**config.mk**
```make
export PLATFORM = sky130hd
export DESIGN_NAME = rk4ss_mac
export DESIGN_NICKNAME = d
export VERILOG_FILES = /design/src/design/rk4ss_pkg.sv /design/src/design/rk4ss_mac.sv
export SDC_FILE = /design/constraint.sdc
export NUM_CORES = 2
export LEC_CHECK = 0
export BUFFER_PORTS_ARGS = -buffer_cell sky130_fd_sc_hd__buf_2
export CAP_MARGIN = 20
export CORE_MARGIN = 2
export CORE_UTILIZATION = 50
export DETAILED_ROUTE_END_ITERATION = 8
export PLACE_DENSITY = 0.67
export SYNTH_ARGS = -nofsm -noshare
export SYNTH_HDL_FRONTEND = slang
export SYNTH_SLANG_ARGS = --single-unit
```
**constraint.sdc**
```tcl
create_clock -name clk -period 9 [get_ports clk]
set_clock_uncertainty 0.05 [all_clocks]
set_input_delay 0.45 -clock clk [delete_from_list [all_inputs] [get_ports clk]]
set_output_delay 0.45 -clock clk [all_outputs]
set_load 0.01 [all_outputs]
```
**src/design/rk4ss_pkg.sv**
```systemverilog
// ----------------------------------------------------------------------------
// rk4ss_pkg
// Shared widths, codes and saturation helpers for the linear state-space
// Runge-Kutta 4 integrator.
// ----------------------------------------------------------------------------
`default_nettype none

package rk4ss_pkg;

  localparam int STATE_MAX       = 4;
  localparam int STATE_COUNT_DEF = 4;
  localparam int ROW_W           = 2;

  localparam int X_W       = 32;
  localparam int U_W       = 32;
  localparam int COEF_W    = 16;
  localparam int H_W       = 32;
  localparam int REG_W     = 64;
  localparam int CFG_IDX_W = 3;

  localparam int T_W   = 40;
  localparam int F_W   = 52;
  localparam int K_W   = 52;
  localparam int SUM_W = 56;
  localparam int TS_W  = 53;
  localparam int NS_W  = 57;

  localparam int MUL_A_W = 53;
  localparam int MUL_B_W = 17;
  localparam int MUL_P_W = 70;
  localparam int ACC_W   = 70;
  localparam int FRAC_SH = 8;
  localparam int HALF_SH = 16;

  localparam logic [H_W-1:0] H_RESET = 32'd4294967;

  typedef enum logic [CFG_IDX_W-1:0] {
    CFG_A_ROW0     = 3'd0,
    CFG_A_ROW1     = 3'd1,
    CFG_A_ROW2     = 3'd2,
    CFG_A_ROW3     = 3'd3,
    CFG_B_COLUMN   = 3'd4,
    CFG_STEP_SIZE  = 3'd5
  } cfg_index_t;

  typedef enum logic [2:0] {
    MAC_NOP,
    MAC_LOAD,
    MAC_ADD,
    MAC_LOAD_SH,
    MAC_ADD_SH
  } mac_cmd_t;

  function automatic logic signed [T_W-1:0] sat_trial(input logic signed [TS_W-1:0] v);
    logic signed [T_W-1:0] r;
    if (!v[TS_W-1] && (|v[TS_W-2:T_W-1])) begin
      r = {1'b0, {(T_W-1){1'b1}}};
    end else if (v[TS_W-1] && !(&v[TS_W-2:T_W-1])) begin
      r = {1'b1, {(T_W-1){1'b0}}};
    end else begin
      r = v[T_W-1:0];
    end
    return r;
  endfunction

  function automatic logic signed [X_W-1:0] sat_state(input logic signed [NS_W-1:0] v);
    logic signed [X_W-1:0] r;
    if (!v[NS_W-1] && (|v[NS_W-2:X_W-1])) begin
      r = {1'b0, {(X_W-1){1'b1}}};
    end else if (v[NS_W-1] && !(&v[NS_W-2:X_W-1])) begin
      r = {1'b1, {(X_W-1){1'b0}}};
    end else begin
      r = v[X_W-1:0];
    end
    return r;
  endfunction

endpackage

`default_nettype wire

```
**src/design/rk4ss_mac.sv**
```systemverilog
// ----------------------------------------------------------------------------
// rk4ss_mac
// Shared signed multiplier with a registered product and a wide accumulator
// that can load or add, either plain or shifted down by sixteen bits.
// ----------------------------------------------------------------------------
`default_nettype none

module rk4ss_mac (
  input  logic                                 clk,
  input  logic                                 rst_n,
  input  rk4ss_pkg::mac_cmd_t                  cmd,
  input  logic signed [rk4ss_pkg::MUL_A_W-1:0] op_a,
  input  logic signed [rk4ss_pkg::MUL_B_W-1:0] op_b,
  output logic signed [rk4ss_pkg::ACC_W-1:0]   acc
);
  import rk4ss_pkg::*;

  logic signed [MUL_P_W-1:0] prod;
  logic signed [MUL_P_W-1:0] prod_r;
  mac_cmd_t                  cmd_r;
  logic signed [ACC_W-1:0]   acc_r;
  logic signed [ACC_W:0]     acc_sum;

  assign prod    = op_a * op_b;
  assign acc_sum = $signed({acc_r[ACC_W-1], acc_r}) + $signed({prod_r[MUL_P_W-1], prod_r});
  assign acc     = acc_r;

  always_ff @(posedge clk) begin
    if (!rst_n) begin
      cmd_r <= MAC_NOP;
    end else begin
      cmd_r <= cmd;
    end
  end

  always_ff @(posedge clk) begin
    prod_r <= prod;
    unique case (cmd_r)
      MAC_LOAD:    acc_r <= prod_r;
      MAC_ADD:     acc_r <= acc_r + prod_r;
      MAC_LOAD_SH: acc_r <= prod_r >>> HALF_SH;
      MAC_ADD_SH:  acc_r <= ACC_W'(acc_sum >>> HALF_SH);
      default:     acc_r <= acc_r;
    endcase
  end

endmodule

`default_nettype wire

```
==> flow_summary.yaml <==
run_status:
  status: "finished clean"
setup_path:
  cp_top_family: "adder cells"
  crit_slowest_cell: "buf_2"
  critPathArrivalTime_ps: 8020
  path_buf_inv: 6
  crit_path_end_kind: "flip-flop"
  crit_top_cell: "fa_1"
  worstPathRequired_ps: 9280
  crit_chain: "buf_2 -> buf_4 -> nand2_1 -> fa_1 -> inv_1 -> fa_1 -> fa_1 -> fa_1 -> fa_1 -> inv_1 -> fa_1 -> inv_1 -> ha_1 -> nand2_1 -> nor4_1 -> o211ai_1 -> a31oi_1 -> a2111oi_0 -> buf_4 -> o31ai_1 -> a21oi_1 -> o21ai_0 -> a21oi_1 -> xnor2_1"
  critical_path_class: "in2reg"
  slowest_delay_ps: 620
  start_kind: "input pin"
  crit_path_max_fanout: 23
detailed_routing:
  vias: 31750
  routed_wl_mm: 117.1
  postRouteAntennaNets: 0
  avgRoutedWirePerCell_um: 20.66
  drtIter0Drc: 2635
  drt-pass1-iter-count: 5
  viasPerCell: 5.600
  drc_errors: 0
placement:
  hpwlAfterDp_mm: 92.37
  port_buffers: 144
  place_ws_ps: 903.5
  gp_congestion: 0.9741
run:
  maxCapViolations: 0
finish:
  drive_above_1_share_pct: 5.498
  nFillCells: 7420
  diodes: 0
  area_growth_syn_to_layout_pct: 4.888
  nets: 5746
  finish.utilization_pct: 52.97
clock_network:
  root_buffer: "clkbuf_16"
  clock_sinks: 143
  cts_resized: 0
  ctsHoldBuffers: 0
  cts_tree: "built"
  cts_setup_buffers: 0
  h-tree-depth: 4
  insertion_delay_ps: 440
  clock_path_buffers: 2
  cts_buffers: 17
  clk_pin_slew_worst_paths_ps: 60
global_route:
  grt_start_max_net_pins: 80
  antenna_found_initial: 0
  gr-usage-all-layers_pct: 29.27
  grt_pass1_wl_mm: 186.3
  grt.overflow.total: 0
  first_global_vias: 33470
yosys:
  ys_seq_elements: 143
  yosysUniqueCellTypes: 83
  yosysTopAreaCellShare_pct: 42.07
  syn-instance-count: 4654
  ys_seq_area_share_pct: 8.947
  yosysTopAreaCell: "fa_1"
  synth-edff-count: 70
  synth_area_mm2: 0.03983
  synth_ff_type: "dfxtp_1"
  synth_area_leaders: "fa_1 (42%), inv_1 (9.4%), ha_1 (7.1%)"
  syn_nets: 5793
  synthArstFlopShare_pct: 0
  postSynthAreaPerCell_um2: 8.558
  synth_warnings: 0
timing:
  clock.fmax_mhz: 129.2
  setup_tns_ps: 0
  hold_violations: 0
  finalMaxSlewViolations: 0
  tightest_slew_ps: 1138
  setup_viol: 0
  fin_crit_sh_pct: 85.98
  rsz0062_at_grt: "false"
  period_minus_slack_ps: 7738
  hold_ws_ps: 163.3
  relSlewSlack_pct: 24.11
  fin_ws_ps: 1262
floorplanning:
  fp.dieArea_mm2: 0.08193
  rows: 103
  initial_core_util_pct: 50.50
  fp.dieW_um: 286.2
  coreArea_mm2: 0.07887
  die-height_um: 286.2
  boundaryPins: 145
worst_hold_path:
  min_path_type: "in2reg"
## layout make-up
class                           count  area [um2]  area share, %
Clock buffer                       18       450.4          1.078
Clock inverter                     14       131.4         0.3145
Inverter                          995        3735          8.940
Multi-Input combinational cell   3270       31540          75.50
Sequential cell                   143        3565          8.533
Tap cell                         1050        1314          3.145
Timing Repair Buffer              180        1041          2.492
## metal layers
| layer | global-route usage (%) | up-vias | wire [um] |
|---|---|---|---|
| li1 | - | 14110 | - |
| met1 | 42.08 | 16060 | 51470 |
| met2 | 46.47 | 1403 | 53060 |
| met3 | 4.022 | 186 | 9711 |
| met4 | 8.259 | 0 | 2890 |
| met5 | 0 | - | 0 |
## state kept, by name, indices dropped and copies added (netlist names)
name and flops:
acc 70, prod_r 70, cmd_r 3
## Yosys cell counts, drive strengths merged, types with 8 or more instances
cell type	n
a211oi	17
a21boi	9
a21o	49
a21oi	192
a22oi	10
a31oi	20
and2	311
and3	18
buf	8
clkbuf	238
dfxtp	73
edfxtp	70
fa	837
ha	227
inv	995
mux2i	8
nand2	729
nand2b	27
nand3	35
nand4	52
nor2	168
nor2b	16
nor3	22
o211ai	34
o21a	24
o21ai	191
o21bai	23
o221ai	10
o22ai	12
o31ai	8
xnor2	80
xor2	58
## worst register-to-register path, cell delays in order, from the launching register on
cell and delay (ps):
edfxtp_1 520, ha_1 320, fa_1 430, a21o_1 200, a31oi_1 540, o211a_4 300, nor4_4 70, o211ai_1 450
a311oi_1 230, o21ai_0 300, xor2_1 250, o21ai_0 110, o21a_1 150
## kinds of logic (layout without fill, tap and decap cells)
logic type | after synthesis | after routing | synth area share [%]
AO/OA/AOI/OAI | 655 | 655 | 10.32
XOR/XNOR | 138 | 138 | 3.035
adder cells (fa/ha/maj) | 1064 | 1064 | 49.20
buffers and inverters | 1241 | 1207 | 11.90
flip-flops | 143 | 143 | 8.947
multiplexers | 8 | 8 | 0.2011
AND/OR/NAND/NOR | 1405 | 1405 | 16.39
## stage by stage
step | area (um2) | instances
floorplan | 39830 | 4654
global placement | 41190 | 5638
detailed placement | 41190 | 5638
CTS | 41780 | 5670
global route | 41780 | 5670
finish | 41780 | 5670
## worst paths after layout
check	depth (start not counted)	endpoint	startpoint	slack (ps)
min	2	cmd_r[1]	cmd[1]	160
max	24	prod_r[68]	op_b[13]	1260
max reg2reg	12	acc[68]	acc[0]	4810
min reg2reg	2	acc[15]	prod_r[15]	530
## cell usage in the layout (no fill, tap or decap), types with 7 or more instances in the layout
| master | synthesis | final |
|---|---|---|
| inv_1 | 995 | 995 |
| fa_1 | 837 | 837 |
| nand2_1 | 728 | 728 |
| and2_1 | 308 | 308 |
| ha_1 | 227 | 227 |
| a21oi_1 | 192 | 192 |
| o21ai_0 | 178 | 178 |
| nor2_1 | 168 | 166 |
| buf_2 | 1 | 144 |
| xnor2_1 | 80 | 79 |
| dfxtp_1 | 73 | 72 |
| edfxtp_1 | 70 | 70 |
| xor2_1 | 58 | 58 |
| nand4_1 | 50 | 50 |
| a21o_1 | 47 | 47 |
| nand3_1 | 35 | 35 |
| o211ai_1 | 33 | 33 |
| buf_4 | 0 | 32 |
| nand2b_1 | 27 | 27 |
| o21a_1 | 24 | 24 |
| o21bai_1 | 23 | 23 |
| nor3_1 | 22 | 22 |
| a31oi_1 | 20 | 20 |
| clkbuf_16 | 0 | 18 |
| and3_1 | 17 | 17 |
| a211oi_1 | 17 | 17 |
| nor2b_1 | 16 | 15 |
| o22ai_1 | 11 | 11 |
| o221ai_1 | 10 | 10 |
| a22oi_1 | 10 | 10 |
| o21ai_1 | 9 | 9 |
| a21boi_0 | 9 | 9 |
| o31ai_1 | 8 | 8 |
| mux2i_1 | 8 | 8 |
| or2_2 | 7 | 7 |
| a221oi_1 | 7 | 7 |
Power is left out: the tool's default activity adds up to more than one toggle a clock period on the data nets, which glitch-free logic cannot reach.
