--- config.mk ---
export PLATFORM = sky130hd
export DESIGN_NAME = rk4ss_div6
export DESIGN_NICKNAME = d
export VERILOG_FILES = /design/src/design/rk4ss_pkg.sv /design/src/design/rk4ss_div6.sv
export SDC_FILE = /design/constraint.sdc
export NUM_CORES = 1
export LEC_CHECK = 0
export BUFFER_PORTS_ARGS = -buffer_cell sky130_fd_sc_hd__buf_2
export CAP_MARGIN = 20
export CORE_UTILIZATION = 44
export CTS_BUF_LIST = sky130_fd_sc_hd__clkbuf_2 sky130_fd_sc_hd__clkbuf_4 sky130_fd_sc_hd__clkbuf_8
export CTS_CLUSTER_DIAMETER = 150
export DETAILED_ROUTE_END_ITERATION = 7
export HOLD_SLACK_MARGIN = 0.03
export PLACE_DENSITY = 0.75
export SYNTH_ARGS = -nofsm -noshare
export SYNTH_HDL_FRONTEND = slang
export SYNTH_SLANG_ARGS = --single-unit
export TNS_END_PERCENT = 10
--- constraint.sdc ---
create_clock -name clk -period 9.7 [get_ports clk]
set_input_delay 0.485 -clock clk [delete_from_list [all_inputs] [get_ports clk]]
set_output_delay 0.485 -clock clk [all_outputs]
set_load 0.02 [all_outputs]
--- src/design/rk4ss_pkg.sv ---
// ----------------------------------------------------------------------------
// rk4ss_pkg
// Shared widths, codes and saturation helpers for the linear state-space
// Runge-Kutta 4 integrator.
// ----------------------------------------------------------------------------
`default_nettype none

package rk4ss_pkg;

  localparam int STATE_MAX       = 4;
  localparam int STATE_COUNT_DEF = 4;
  localparam int ROW_W           = 2;

  localparam int X_W       = 32;
  localparam int U_W       = 32;
  localparam int COEF_W    = 16;
  localparam int H_W       = 32;
  localparam int REG_W     = 64;
  localparam int CFG_IDX_W = 3;

  localparam int T_W   = 40;
  localparam int F_W   = 52;
  localparam int K_W   = 52;
  localparam int SUM_W = 56;
  localparam int TS_W  = 53;
  localparam int NS_W  = 57;

  localparam int MUL_A_W = 53;
  localparam int MUL_B_W = 17;
  localparam int MUL_P_W = 70;
  localparam int ACC_W   = 70;
  localparam int FRAC_SH = 8;
  localparam int HALF_SH = 16;

  localparam logic [H_W-1:0] H_RESET = 32'd4294967;

  typedef enum logic [CFG_IDX_W-1:0] {
    CFG_A_ROW0     = 3'd0,
    CFG_A_ROW1     = 3'd1,
    CFG_A_ROW2     = 3'd2,
    CFG_A_ROW3     = 3'd3,
    CFG_B_COLUMN   = 3'd4,
    CFG_STEP_SIZE  = 3'd5
  } cfg_index_t;

  typedef enum logic [2:0] {
    MAC_NOP,
    MAC_LOAD,
    MAC_ADD,
    MAC_LOAD_SH,
    MAC_ADD_SH
  } mac_cmd_t;

  function automatic logic signed [T_W-1:0] sat_trial(input logic signed [TS_W-1:0] v);
    logic signed [T_W-1:0] r;
    if (!v[TS_W-1] && (|v[TS_W-2:T_W-1])) begin
      r = {1'b0, {(T_W-1){1'b1}}};
    end else if (v[TS_W-1] && !(&v[TS_W-2:T_W-1])) begin
      r = {1'b1, {(T_W-1){1'b0}}};
    end else begin
      r = v[T_W-1:0];
    end
    return r;
  endfunction

  function automatic logic signed [X_W-1:0] sat_state(input logic signed [NS_W-1:0] v);
    logic signed [X_W-1:0] r;
    if (!v[NS_W-1] && (|v[NS_W-2:X_W-1])) begin
      r = {1'b0, {(X_W-1){1'b1}}};
    end else if (v[NS_W-1] && !(&v[NS_W-2:X_W-1])) begin
      r = {1'b1, {(X_W-1){1'b0}}};
    end else begin
      r = v[X_W-1:0];
    end
    return r;
  endfunction

endpackage

`default_nettype wire

--- src/design/rk4ss_div6.sv ---
// ----------------------------------------------------------------------------
// rk4ss_div6
// Iterative signed division by six, truncating toward zero, one byte of the
// magnitude per cycle.
// ----------------------------------------------------------------------------
`default_nettype none

module rk4ss_div6 (
  input  logic                               clk,
  input  logic                               rst_n,
  input  logic                               start,
  input  logic signed [rk4ss_pkg::SUM_W-1:0] dividend,
  output logic                               done,
  output logic signed [rk4ss_pkg::SUM_W-1:0] quotient
);
  import rk4ss_pkg::*;

  localparam int DIGIT_W = 8;
  localparam int DIGITS  = SUM_W / DIGIT_W;
  localparam int CNT_W   = $clog2(DIGITS);
  localparam int REM_W   = 3;
  localparam int V_W     = REM_W + DIGIT_W;
  localparam int RECIP   = 683;
  localparam int RECIP_W = 10;
  localparam int RECIP_SH = 12;
  localparam int PR_W    = V_W + RECIP_W;
  localparam logic [CNT_W-1:0] CNT_LAST = CNT_W'(DIGITS - 1);

  logic               busy_r;
  logic               done_r;
  logic [CNT_W-1:0]   cnt_r;
  logic               neg_r;
  logic [SUM_W-1:0]   mag_r;
  logic [REM_W-1:0]   rem_r;
  logic [SUM_W-1:0]   mag_in;
  logic [V_W-1:0]     v;
  logic [PR_W-1:0]    v_prod;
  logic [DIGIT_W-1:0] qd;
  logic [V_W-1:0]     qd6;
  logic [REM_W-1:0]   rem_nxt;

  assign mag_in  = dividend[SUM_W-1] ? (~dividend + SUM_W'(1)) : dividend;
  assign v       = {rem_r, mag_r[SUM_W-1 -: DIGIT_W]};
  assign v_prod  = PR_W'(v) * PR_W'(RECIP);
  assign qd      = v_prod[RECIP_SH +: DIGIT_W];
  assign qd6     = V_W'({qd, 2'b00}) + V_W'({qd, 1'b0});
  assign rem_nxt = REM_W'(v - qd6);

  assign done     = done_r;
  assign quotient = neg_r ? -$signed(mag_r) : $signed(mag_r);

  always_ff @(posedge clk) begin
    if (!rst_n) begin
      busy_r <= 1'b0;
      done_r <= 1'b0;
      cnt_r  <= '0;
    end else begin
      done_r <= !start && busy_r && (cnt_r == CNT_LAST);
      if (start) begin
        busy_r <= 1'b1;
        cnt_r  <= '0;
        neg_r  <= dividend[SUM_W-1];
        mag_r  <= mag_in;
        rem_r  <= '0;
      end else if (busy_r) begin
        mag_r <= {mag_r[SUM_W-DIGIT_W-1:0], qd};
        rem_r <= rem_nxt;
        cnt_r <= cnt_r + CNT_W'(1);
        if (cnt_r == CNT_LAST) begin
          busy_r <= 1'b0;
        end
      end
    end
  end

endmodule

`default_nettype wire

==> run_results.csv, run 1 <==
group,metric,value,unit
run_status,run_status,"finished clean",
timing,drv_slew,0,
global_route,gr-total-overflow,0,
detailed_routing,post_drt_wl_per_cell,16.2,µm
placed_design,dpl.cell_count,1081,
timing,finalSetupTns,0,ps
clock_network,cts_root_buf,"sky130_fd_sc_hd__clkbuf_8",
synth,postSynth.topFlopCell,"sky130_fd_sc_hd__edfxtp_1",
placed_design,placed_area,7750,µm²
placed_design,globalplace.congestion,0.877,
timing,setup_viol,0,
detailed_routing,vias_per_cell,5.52,
synth,seq_area_frac_synth,0.272,
synth,async_set_reset_flop_share_out_of_synthesis,0,
clock_network,clk_path_buf_depth,2,
job,maxCapViolations,0,
layout,finalCoreUtilization,0.518,
layout,synthToLayoutAreaGrowth,13.8,%
floorplanning,ios,116,
floorplanning,die-width,128,µm
global_route,global_route_wire_length_before_repair,28.9,mm
clock_network,holdBufCountCts,0,
layout,final_area,7960,µm²
global_route,groute.usage.overall,0.224,
timing,min_period,5340,ps
placed_design,worst_setup_slack_post_dpl,4380,ps
clock_network,postCtsSetupRepairBufs,0,
timing,fin_hold_ws,462,ps
detailed_routing,post-route-drc-count,0,
layout,final_nets,1035,
power_and_ir_drop,power-per-cell-area,276,nW/µm²
floorplanning,die_height,128,µm
floorplanning,start_util,0.455,
synth,synth.net_count,933,
timing,setup_ws,4360,ps
clock_network,cts.sink_count,65,
placed_design,portBuffers,115,
floorplanning,floorplan.die_area,16400,µm²
detailed_routing,num_vias,6054,
timing,report.final.hold_viol_count,0,
timing,maxSlewHeadroom,0.344,
clock_network,number_of_buffers_inserted_during_clock_tree_synthesis,9,
power_and_ir_drop,design_power_total,2.20,mW
synth,synth_enable_flop_cells,60,
synth,count_of_synthesis_stage_warnings_from_yosys,0,
global_route,grt_pass1_vias,5849,
worst_hold_path,hold_class,"primary input to register",
synth,yosys_register_bits,65,
clock_network,clkLatencyLatePin,370,ps
power_and_ir_drop,total_leakage_power,3.27,nW
detailed_routing,detail_route.first_pass.iterations,5,
global_route,maximum_number_of_pins_on_one_net_before_global_route_repair,99,
detailed_routing,finalWirelength,17.7,mm
synth,syn_area_per_cell,8.98,µm²
synth,synth.distinct_cells,55,
floorplanning,std_cell_rows,45,
worst_setup_path,endpoint_kind,"register",
global_route,antenna_found_initial,0,
worst_setup_path,crit_path_start_kind,"register",
timing,rsz_0062_raised_after_global_routing,"no",
worst_setup_path,cp.arrival,5550,ps
placed_design,place.detailed.hpwl,13.8,mm
clock_network,clk_transition_reported_paths,80,ps
clock_network,tritoncts,"yes",
timing,timing_worst_slew_pin_value,984,ps
power_and_ir_drop,peakVddDrop,0.000169,V
detailed_routing,first_iter_violations,467,
layout,post_layout_nonfiller_instances,1097,
layout,drive_above_1_share,0.165,
clock_network,cts_repair_resizes,0,
clock_network,ctsHtreeMaxLevel,3,
worst_setup_path,crit_type,"register to register",
worst_setup_path,critPathMaxFanout,8,
detailed_routing,ant_nets,0,
timing,min_period_over_period,0.550,
timing,max_freq,187,MHz
floorplanning,fp.coreArea,15400,µm²
timing,clock-skew-final,9.46,ps
synth,post_synth_inst_count,779,
synth,netlist_area,7000,µm²
worst_setup_path,data_required_critical_path,9910,ps
-- critical path: stages (launching register included) --
cell	delay [ps]
sky130_fd_sc_hd__edfxtp_1	540
sky130_fd_sc_hd__ha_1	400
sky130_fd_sc_hd__fa_1	480
sky130_fd_sc_hd__fa_1	550
sky130_fd_sc_hd__inv_1	50
sky130_fd_sc_hd__fa_1	510
sky130_fd_sc_hd__fa_1	530
sky130_fd_sc_hd__inv_1	40
sky130_fd_sc_hd__ha_1	320
sky130_fd_sc_hd__a21oi_1	290
sky130_fd_sc_hd__o21ai_0	160
sky130_fd_sc_hd__o2bb2ai_1	140
sky130_fd_sc_hd__a211oi_1	420
sky130_fd_sc_hd__ha_1	240
sky130_fd_sc_hd__xnor2_1	130
sky130_fd_sc_hd__xnor2_1	170
sky130_fd_sc_hd__mux2i_1	210
-- flip-flops by register name, indices dropped and copies added, names as in the netlist --
register / count
done: 1
busy_r: 1
mag_r: 56
cnt_r: 3
rem_r: 3
neg_r: 1
-- cell families after synthesis --
kind of cell             Yosys count  synth area share
AO/OA/AOI/OAI                    188             0.175
multiplexers                       2           0.00286
adder cells (fa/ha/maj)           95             0.197
buffers and inverters            101            0.0558
AND/OR/NAND/NOR                  210             0.150
flip-flops                        65             0.272
XOR/XNOR                         118             0.148
-- Yosys cell counts, types with 23 or more instances --
master,number,area [µm²]
sky130_fd_sc_hd__nand2_1,49,184
sky130_fd_sc_hd__a21oi_1,55,275
sky130_fd_sc_hd__o21ai_0,44,220
sky130_fd_sc_hd__o31ai_1,38,285
sky130_fd_sc_hd__clkbuf_1,23,86.3
sky130_fd_sc_hd__edfxtp_1,60,1800
sky130_fd_sc_hd__nor2_1,73,274
sky130_fd_sc_hd__xnor2_1,71,622
sky130_fd_sc_hd__inv_1,72,270
sky130_fd_sc_hd__xor2_1,47,412
sky130_fd_sc_hd__ha_1,70,876
sky130_fd_sc_hd__fa_1,25,500
-- cell usage in the layout (no fill, tap or decap), types with 7 or more instances in the layout --
cell / count
sky130_fd_sc_hd__a21oi_1: 55
sky130_fd_sc_hd__buf_2: 114
sky130_fd_sc_hd__clkbuf_8: 9
sky130_fd_sc_hd__edfxtp_1: 60
sky130_fd_sc_hd__fa_1: 25
sky130_fd_sc_hd__ha_1: 70
sky130_fd_sc_hd__inv_1: 72
sky130_fd_sc_hd__nand2_1: 49
sky130_fd_sc_hd__nand3_1: 17
sky130_fd_sc_hd__nand4_1: 7
sky130_fd_sc_hd__nor2_1: 73
sky130_fd_sc_hd__nor3_1: 8
sky130_fd_sc_hd__o21ai_0: 44
sky130_fd_sc_hd__o31ai_1: 38
sky130_fd_sc_hd__o41ai_1: 16
sky130_fd_sc_hd__or3_1: 16
sky130_fd_sc_hd__or4_1: 13
sky130_fd_sc_hd__xnor2_1: 71
sky130_fd_sc_hd__xor2_1: 47
-- power breakdown --
group / internal (mW) / switching [mW] / total [mW]
combinational: 0.625 / 0.878 / 1.50
clock: 0.142 / 0.112 / 0.254
sequential: 0.384 / 0.0578 / 0.442
-- worst paths after layout --
path	from	endpoint	slack (ps)	depth (start not counted)
worst min-delay path	rst_n	done$_SDFF_PN0_	460	3
worst max-delay path	mag_r[49]$_DFFE_PP_	rem_r[2]$_SDFFCE_PP0P_	4360	16
worst max register to register	mag_r[49]$_DFFE_PP_	rem_r[2]$_SDFFCE_PP0P_	4360	16
worst min register to register	cnt_r[2]$_SDFFE_PP0P_	done$_SDFF_PN0_	500	2
-- layer usage --
layer	track usage	routed length, µm
met1	0.301	7770
met2	0.366	8340
met4	0.0720	313
met3	0.0380	1300
met5	0	0
-- area by class of cell --
cell class,instances,area [µm²]
Antenna cell,1,2.50
Clock buffer,9,124
Clock inverter,6,83.8
Fill cell,1420,7410
Inverter,73,274
Multi-Input combinational cell,613,4700
Sequential cell,65,1900
Tap cell,211,264
Timing Repair Buffer,119,608
No activity file was read; power rests on OpenSTA's default activity.
==> inputs of run 2 (changes only) <==
--- a/config.mk
+++ b/config.mk
@@ -5,6 +5,7 @@
 export SDC_FILE = /design/constraint.sdc
 export NUM_CORES = 1
 export LEC_CHECK = 0
+export ABC_AREA = 1
 export BUFFER_PORTS_ARGS = -buffer_cell sky130_fd_sc_hd__buf_2
 export CAP_MARGIN = 20
 export CORE_UTILIZATION = 44
@@ -12,7 +13,7 @@
 export CTS_CLUSTER_DIAMETER = 150
 export DETAILED_ROUTE_END_ITERATION = 7
 export HOLD_SLACK_MARGIN = 0.03
-export PLACE_DENSITY = 0.75
+export PLACE_DENSITY = 0.76
 export SYNTH_ARGS = -nofsm -noshare
 export SYNTH_HDL_FRONTEND = slang
 export SYNTH_SLANG_ARGS = --single-unit
==> constraint.sdc (replaced) <==
create_clock -name clk -period 4.6 [get_ports clk]
set_input_delay 0.23 -clock clk [delete_from_list [all_inputs] [get_ports clk]]
set_output_delay 0.23 -clock clk [all_outputs]
set_load 0.02 [all_outputs]
==> run_results.csv, run 2 <==
group,metric,value,unit
placed_design,portBuffers,115,
timing,drv_slew,0,
timing,report.final.hold_viol_count,0,
synth,syn_area_per_cell,6.62,µm²
job,maxCapViolations,0,
detailed_routing,post_drt_wl_per_cell,15.8,µm
synth,synth_top_cells_by_area,"sky130_fd_sc_hd__edfxtp_1 (20%), sky130_fd_sc_hd__nand2_1 (16%), sky130_fd_sc_hd__ha_1 (9.9%)",
layout,final_area,10200,µm²
worst_setup_path,crit_type,"register to register",
clock_network,cts_root_buf,"sky130_fd_sc_hd__clkbuf_8",
worst_hold_path,hold_class,"primary input to register",
detailed_routing,first_iter_violations,1025,
power_and_ir_drop,design_power_total,6.31,mW
layout,final_cell_mix,"sky130_fd_sc_hd__nand2_1 (372), sky130_fd_sc_hd__inv_1 (178), sky130_fd_sc_hd__nor2_1 (155), sky130_fd_sc_hd__nand3_1 (117), sky130_fd_sc_hd__buf_2 (115)",
clock_network,clk_transition_reported_paths,80,ps
detailed_routing,detail_route.first_pass.iterations,7,
worst_setup_path,path_delay_family,"adder cells",
synth,synth_largest_area_cell,"sky130_fd_sc_hd__edfxtp_1",
floorplanning,die_height,144,µm
worst_setup_path,endpoint_kind,"register",
timing,max_freq,224,MHz
synth,synth_enable_flop_cells,60,
worst_hold_path,timing.hold.worst.start,"rst_n",
timing,timing_worst_slew_pin_value,976,ps
worst_setup_path,cp.arrival,4560,ps
timing,setup_viol,0,
global_route,groute.usage.overall,0.268,
worst_setup_path,worstRegToRegCells,19,
layout,top_regs,"mag_r (56), cnt_r (3), rem_r (3)",
floorplanning,std_cell_rows,51,
detailed_routing,finalWirelength,27.4,mm
run_status,run_status,"finished clean",
worst_setup_path,critical_path_depth,19,
synth,yosys_register_bits,65,
floorplanning,start_util,0.452,
placed_design,globalplace.congestion,0.981,
synth,post-synth-top-area-fraction,0.203,
detailed_routing,num_vias,9231,
timing,clock-skew-final,12.9,ps
synth,postSynth.topFlopCell,"sky130_fd_sc_hd__edfxtp_1",
clock_network,clk_path_buf_depth,2,
clock_network,holdBufCountCts,0,
layout,synthToLayoutAreaGrowth,14.9,%
global_route,gr-total-overflow,0,
synth,post_synth_inst_count,1343,
power_and_ir_drop,seqPwrFrac,0.156,
floorplanning,floorplan.die_area,20800,µm²
power_and_ir_drop,net-switching-power,3.25,mW
layout,finalCoreUtilization,0.520,
placed_design,place.detailed.hpwl,22.6,mm
power_and_ir_drop,p_sw_frac,0.515,
layout,largest_reg_flops,56,
power_and_ir_drop,power-per-cell-area,618,nW/µm²
layout,layout_commonest_cell,"sky130_fd_sc_hd__nand2_1",
power_and_ir_drop,cell_internal_pwr,3.06,mW
floorplanning,fp.coreArea,19700,µm²
global_route,global_route_wire_length_before_repair,42.8,mm
clock_network,tritoncts,"yes",
worst_setup_path,crit_path_start_kind,"register",
worst_setup_path,worstPathBufferInverterCount,3,
clock_network,number_of_buffers_inserted_during_clock_tree_synthesis,9,
worst_setup_path,cp_cell_sequence,"buf_4 > fa_1 > fa_1 > inv_1 > fa_1 > fa_1 > inv_1 > ha_4 > nand2_2 > nor2_2 > nand3_2 > nand3_1 > nand2_1 > nand2_1 > ha_2 > xnor2_2 > nand2_1 > nand2_1 > nor2_1",
synth,seq_area_frac_synth,0.214,
detailed_routing,ant_nets,0,
detailed_routing,vias_per_cell,5.32,
floorplanning,ios,116,
synth,synth.distinct_cells,49,
power_and_ir_drop,peakVddDrop,0.000457,V
synth,count_of_synthesis_stage_warnings_from_yosys,0,
global_route,grt_pass1_vias,8352,
worst_setup_path,cpMaxStageDelayCell,"sky130_fd_sc_hd__fa_1",
timing,min_period_over_period,0.969,
timing,maxSlewHeadroom,0.347,
worst_hold_path,hold_end,"cnt_r[0]$_SDFFE_PP0P_",
layout,final_nets,1619,
power_and_ir_drop,share_of_total_power_in_combinational_logic,0.751,
global_route,antenna_found_initial,0,
global_route,maximum_number_of_pins_on_one_net_before_global_route_repair,60,
clock_network,cts.sink_count,65,
worst_setup_path,r2r_slack,140,ps
worst_setup_path,rr_endpoint,"rem_r[2]$_SDFFCE_PP0P_",
layout,drive_above_1_share,0.171,
synth,yosys.cell_count.top_type,"sky130_fd_sc_hd__nand2_1",
placed_design,placed_area,9810,µm²
worst_hold_path,timing.hold.worst_path_depth,3,
clock_network,ctsHtreeMaxLevel,3,
floorplanning,die-width,144,µm
clock_network,clkLatencyLatePin,340,ps
layout,max_flop_register,"mag_r",
synth,synth_top_cells_by_count,"sky130_fd_sc_hd__nand2_1 (374), sky130_fd_sc_hd__inv_1 (178), sky130_fd_sc_hd__nor2_1 (156)",
synth,async_set_reset_flop_share_out_of_synthesis,0,
detailed_routing,post-route-drc-count,0,
worst_setup_path,critPathMaxFanout,4,
placed_design,worst_setup_slack_post_dpl,2.38,ps
synth,netlist_area,8890,µm²
timing,setup_ws,140,ps
synth,synth.net_count,1497,
worst_setup_path,worst_r2r_src,"mag_r[53]$_DFFE_PP_",
worst_setup_path,max_stage_delay,550,ps
worst_setup_path,data_required_critical_path,4700,ps
timing,min_period,4460,ps
layout,insertedDiodeCount,0,
timing,rsz_0062_raised_after_global_routing,"yes",
power_and_ir_drop,total_leakage_power,4.90,nW
power_and_ir_drop,clk_pwr_share,0.094,
layout,layout.filler_cells,2009,
==> run 2: worst min-delay path, delay by kind of cell <==
kind            cells  cell delay, ps
compound gates      1              60
buf+inv             1             120
simple gates        1             120
==> run 2: final cells by class <==
class / instances / area (µm²) / share of cell area
clock inverter: 7 / 119 / 0.0116
inverter: 197 / 739 / 0.0724
multi-input combinational: 1052 / 6240 / 0.610
sequential: 65 / 1900 / 0.186
tap: 265 / 332 / 0.0325
timing repair buffer: 140 / 763 / 0.0747
clock buffer: 9 / 124 / 0.0121
==> run 2: worst max path at each step <==
stage	from	to	slack [ps]
after global placement	mag_r[49]$_DFFE_PP_	rem_r[2]$_SDFFCE_PP0P_	50
after detailed placement	mag_r[49]$_DFFE_PP_	rem_r[2]$_SDFFCE_PP0P_	2
after CTS	mag_r[49]$_DFFE_PP_	rem_r[2]$_SDFFCE_PP0P_	4
final	mag_r[53]$_DFFE_PP_	rem_r[2]$_SDFFCE_PP0P_	140
after global routing	mag_r[53]$_DFFE_PP_	rem_r[2]$_SDFFCE_PP0P_	-130
after floorplan	mag_r[49]$_DFFE_PP_	rem_r[2]$_SDFFCE_PP0P_	40
==> run 2: metrics by stage <==
step           TNS [ps]  instances  hold WS, ps
2_1_floorplan         0       1343          329
3_3_place_gp          0       1714          475
3_5_place_dp          0       1714          485
4_1_cts               0       1730          229
5_1_grt            -240       1735          253
6_report              0       1735          235
==> run 2: power by group through the flow <==
stage	combinational, mW	sequential [mW]	clock, mW
after floorplan	3.09	0.918	0
after global placement	4.18	0.984	0
after detailed placement	4.24	0.987	0
after CTS	4.29	0.975	0.591
after global routing	5.43	0.987	0.622
final	4.74	0.983	0.591
==> run 2: layer usage <==
layer / track usage / part of all wire / vias to the layer above
met5: 0 / 0 / -
met2: 0.405 / 0.43 / 453
li1: - / - / 4555
met3: 0.0454 / 0.097 / 47
met1: 0.390 / 0.46 / 4176
met4: 0.0700 / 0.021 / 0
==> run 2: kinds of logic (layout without fill, tap and decap cells) <==
group,count (synthesis),count (layout),share of synthesized area
fa+ha+maj,95,95,0.155
simple gates,759,759,0.385
compound gates,130,130,0.0802
buf+inv,226,353,0.0984
xor+xnor,68,68,0.0670
flops,65,65,0.214
==> run 2: what timing repair did <==
item | in CTS | in global routing
pin swaps | 1 | 5
setup buffers | 0 | 5
setup endpoints to repair | 1 | 9
gates resized for setup | 2 | 15
cloned | 0 | 0
==> inputs of run 3 (changes only) <==
--- a/config.mk
+++ b/config.mk
@@ -6,7 +6,7 @@
 export NUM_CORES = 1
 export LEC_CHECK = 0
 export ABC_AREA = 1
-export BUFFER_PORTS_ARGS = -buffer_cell sky130_fd_sc_hd__buf_2
+export BUFFER_PORTS_ARGS = -buffer_cell sky130_fd_sc_hd__buf_4
 export CAP_MARGIN = 20
 export CORE_UTILIZATION = 44
 export CTS_BUF_LIST = sky130_fd_sc_hd__clkbuf_2 sky130_fd_sc_hd__clkbuf_4 sky130_fd_sc_hd__clkbuf_8
@@ -14,6 +14,7 @@
 export DETAILED_ROUTE_END_ITERATION = 7
 export HOLD_SLACK_MARGIN = 0.03
 export PLACE_DENSITY = 0.76
+export SLEW_MARGIN = 10
 export SYNTH_ARGS = -nofsm -noshare
 export SYNTH_HDL_FRONTEND = slang
 export SYNTH_SLANG_ARGS = --single-unit
==> run_results.csv, run 3 (synthesis results as in run 2) <==
group,metric,value,unit
detailed_routing,num_vias,9263,
clock_network,clkLatencyLatePin,350,ps
clock_network,ctsHtreeMaxLevel,3,
power_and_ir_drop,net-switching-power,3.42,mW
clock_network,tritoncts,"yes",
clock_network,clk_path_buf_depth,2,
clock_network,clk_transition_reported_paths,70,ps
power_and_ir_drop,share_of_total_power_in_combinational_logic,0.781,
power_and_ir_drop,total_leakage_power,5.01,nW
timing,min_period,4450,ps
power_and_ir_drop,clk_pwr_share,0.069,
detailed_routing,detail_route.first_pass.iterations,6,
worst_setup_path,endpoint_kind,"register",
worst_setup_path,cp.arrival,4550,ps
floorplanning,std_cell_rows,51,
timing,max_freq,225,MHz
clock_network,cts_root_buf,"sky130_fd_sc_hd__clkbuf_8",
timing,setup_viol,0,
global_route,antenna_found_initial,0,
layout,final_area,10600,µm²
timing,report.final.hold_viol_count,0,
power_and_ir_drop,p_sw_frac,0.514,
layout,insertedDiodeCount,0,
power_and_ir_drop,cell_internal_pwr,3.24,mW
placed_design,place.detailed.hpwl,23.2,mm
clock_network,number_of_buffers_inserted_during_clock_tree_synthesis,9,
detailed_routing,ant_nets,0,
power_and_ir_drop,power-per-cell-area,631,nW/µm²
timing,fin_hold_ws,181,ps
layout,final_cell_mix,"sky130_fd_sc_hd__nand2_1 (369), sky130_fd_sc_hd__inv_1 (176), sky130_fd_sc_hd__nor2_1 (155), sky130_fd_sc_hd__buf_4 (145), sky130_fd_sc_hd__nand3_1 (115)",
detailed_routing,first_iter_violations,984,
run_status,run_status,"finished clean",
detailed_routing,post-route-drc-count,0,
job,maxCapViolations,0,
global_route,gr-total-overflow,0,
timing,min_period_over_period,0.967,
worst_setup_path,critPathMaxFanout,4,
worst_setup_path,crit_path_start_kind,"register",
global_route,grt_pass1_vias,8386,
layout,synthToLayoutAreaGrowth,18.8,%
floorplanning,floorplan.die_area,20800,µm²
placed_design,placed_area,10100,µm²
floorplanning,die-width,144,µm
floorplanning,ios,116,
global_route,groute.usage.overall,0.273,
power_and_ir_drop,seqPwrFrac,0.150,
worst_setup_path,crit_type,"register to register",
timing,timing_worst_slew_pin_value,822,ps
layout,max_flop_register,"mag_r",
power_and_ir_drop,peakVddDrop,0.000407,V
layout,largest_reg_flops,56,
global_route,maximum_number_of_pins_on_one_net_before_global_route_repair,64,
detailed_routing,finalWirelength,28.3,mm
detailed_routing,post_drt_wl_per_cell,16.3,µm
timing,maxSlewHeadroom,0.450,
timing,clock-skew-final,7.99,ps
layout,final_nets,1624,
global_route,global_route_wire_length_before_repair,43.3,mm
placed_design,portBuffers,115,
clock_network,cts.sink_count,65,
layout,drive_above_1_share,0.179,
placed_design,globalplace.congestion,0.967,
worst_hold_path,timing.hold.worst_path_depth,3,
detailed_routing,vias_per_cell,5.33,
worst_setup_path,data_required_critical_path,4700,ps
timing,drv_slew,0,
layout,layout_commonest_cell,"sky130_fd_sc_hd__nand2_1",
worst_setup_path,worstRegToRegCells,21,
worst_hold_path,hold_class,"primary input to register",
floorplanning,die_height,144,µm
floorplanning,start_util,0.452,
layout,top_regs,"mag_r (56), cnt_r (3), rem_r (3)",
floorplanning,fp.coreArea,19700,µm²
==> run 3: final cells by class <==
cell class                      instances  area [µm²]
Fill cell                            1977        9090
Inverter                              197         739
Tap cell                              265         332
Clock buffer                           10         131
Sequential cell                        65        1900
Clock inverter                          5        47.5
Timing Repair Buffer                  145        1090
Multi-Input combinational cell       1052        6320
==> run 3: worst paths after layout <==
check	start	end	slack, ps
worst max-delay path	mag_r[50]$_DFFE_PP_	rem_r[2]$_SDFFCE_PP0P_	150
worst min-delay path	dividend[0]	mag_r[0]$_DFFE_PP_	180
worst max register to register	mag_r[50]$_DFFE_PP_	rem_r[2]$_SDFFCE_PP0P_	150
worst min register to register	cnt_r[0]$_SDFFE_PP0P_	cnt_r[0]$_SDFFE_PP0P_	490
==> run 3: routing by layer <==
layer,routed length [µm],vias to the layer above,GRT usage
li1,-,4578,-
met1,12900,4192,0.406
met2,12300,446,0.414
met3,2460,47,0.0348
met4,614,0,0.0661
met5,0,-,0
==> run 3: critical path, cell delays in order, from the launching register on <==
cell	delay (ps)
sky130_fd_sc_hd__edfxtp_1	500
sky130_fd_sc_hd__ha_4	270
sky130_fd_sc_hd__ha_1	270
sky130_fd_sc_hd__inv_1	50
sky130_fd_sc_hd__fa_1	510
sky130_fd_sc_hd__inv_1	60
sky130_fd_sc_hd__fa_1	540
sky130_fd_sc_hd__inv_1	50
sky130_fd_sc_hd__fa_1	510
sky130_fd_sc_hd__inv_1	70
sky130_fd_sc_hd__ha_4	250
sky130_fd_sc_hd__nand2_1	50
sky130_fd_sc_hd__nand2_1	90
sky130_fd_sc_hd__a21oi_4	160
sky130_fd_sc_hd__buf_4	140
sky130_fd_sc_hd__nand4_1	110
sky130_fd_sc_hd__nand2_2	110
sky130_fd_sc_hd__ha_4	140
sky130_fd_sc_hd__xnor2_2	110
sky130_fd_sc_hd__nand2_1	70
sky130_fd_sc_hd__nand2_1	70
sky130_fd_sc_hd__nor2_1	60
==> run 3: power by group through the flow <==
stage / Sequential, mW / Clock, mW / Combinational (mW)
finish: 0.996 / 0.460 / 5.20
global route: 0.998 / 0.482 / 5.85
CTS: 0.985 / 0.459 / 4.54
detailed placement: 0.996 / 0 / 4.50
global placement: 0.997 / 0 / 4.45
floorplan: 0.918 / 0 / 3.09
==> run 3: repair_timing <==
| action | CTS | global route |
|---|---|---|
| buffers inserted | 0 | 7 |
| gates resized for setup | 2 | 29 |
| cloned | 0 | 0 |
| hold buffers | 0 | 0 |
| setup endpoints to repair | 1 | 7 |
| pin swaps | 5 | 16 |
==> run 3: metrics by stage <==
step / std cells / power, mW / worst slack, ps / util / TNS (ps)
floorplan: 1343 / 4.00 / 44.7 / - / 0
global placement: 1717 / 5.45 / 39.4 / 0.515 / 0
detailed placement: 1717 / 5.50 / -48.6 / 0.515 / -48.6
CTS: 1732 / 5.98 / 18.9 / 0.525 / 0
global route: 1739 / 7.33 / -20.7 / 0.537 / -32.9
finish: 1739 / 6.66 / 152 / 0.537 / 0
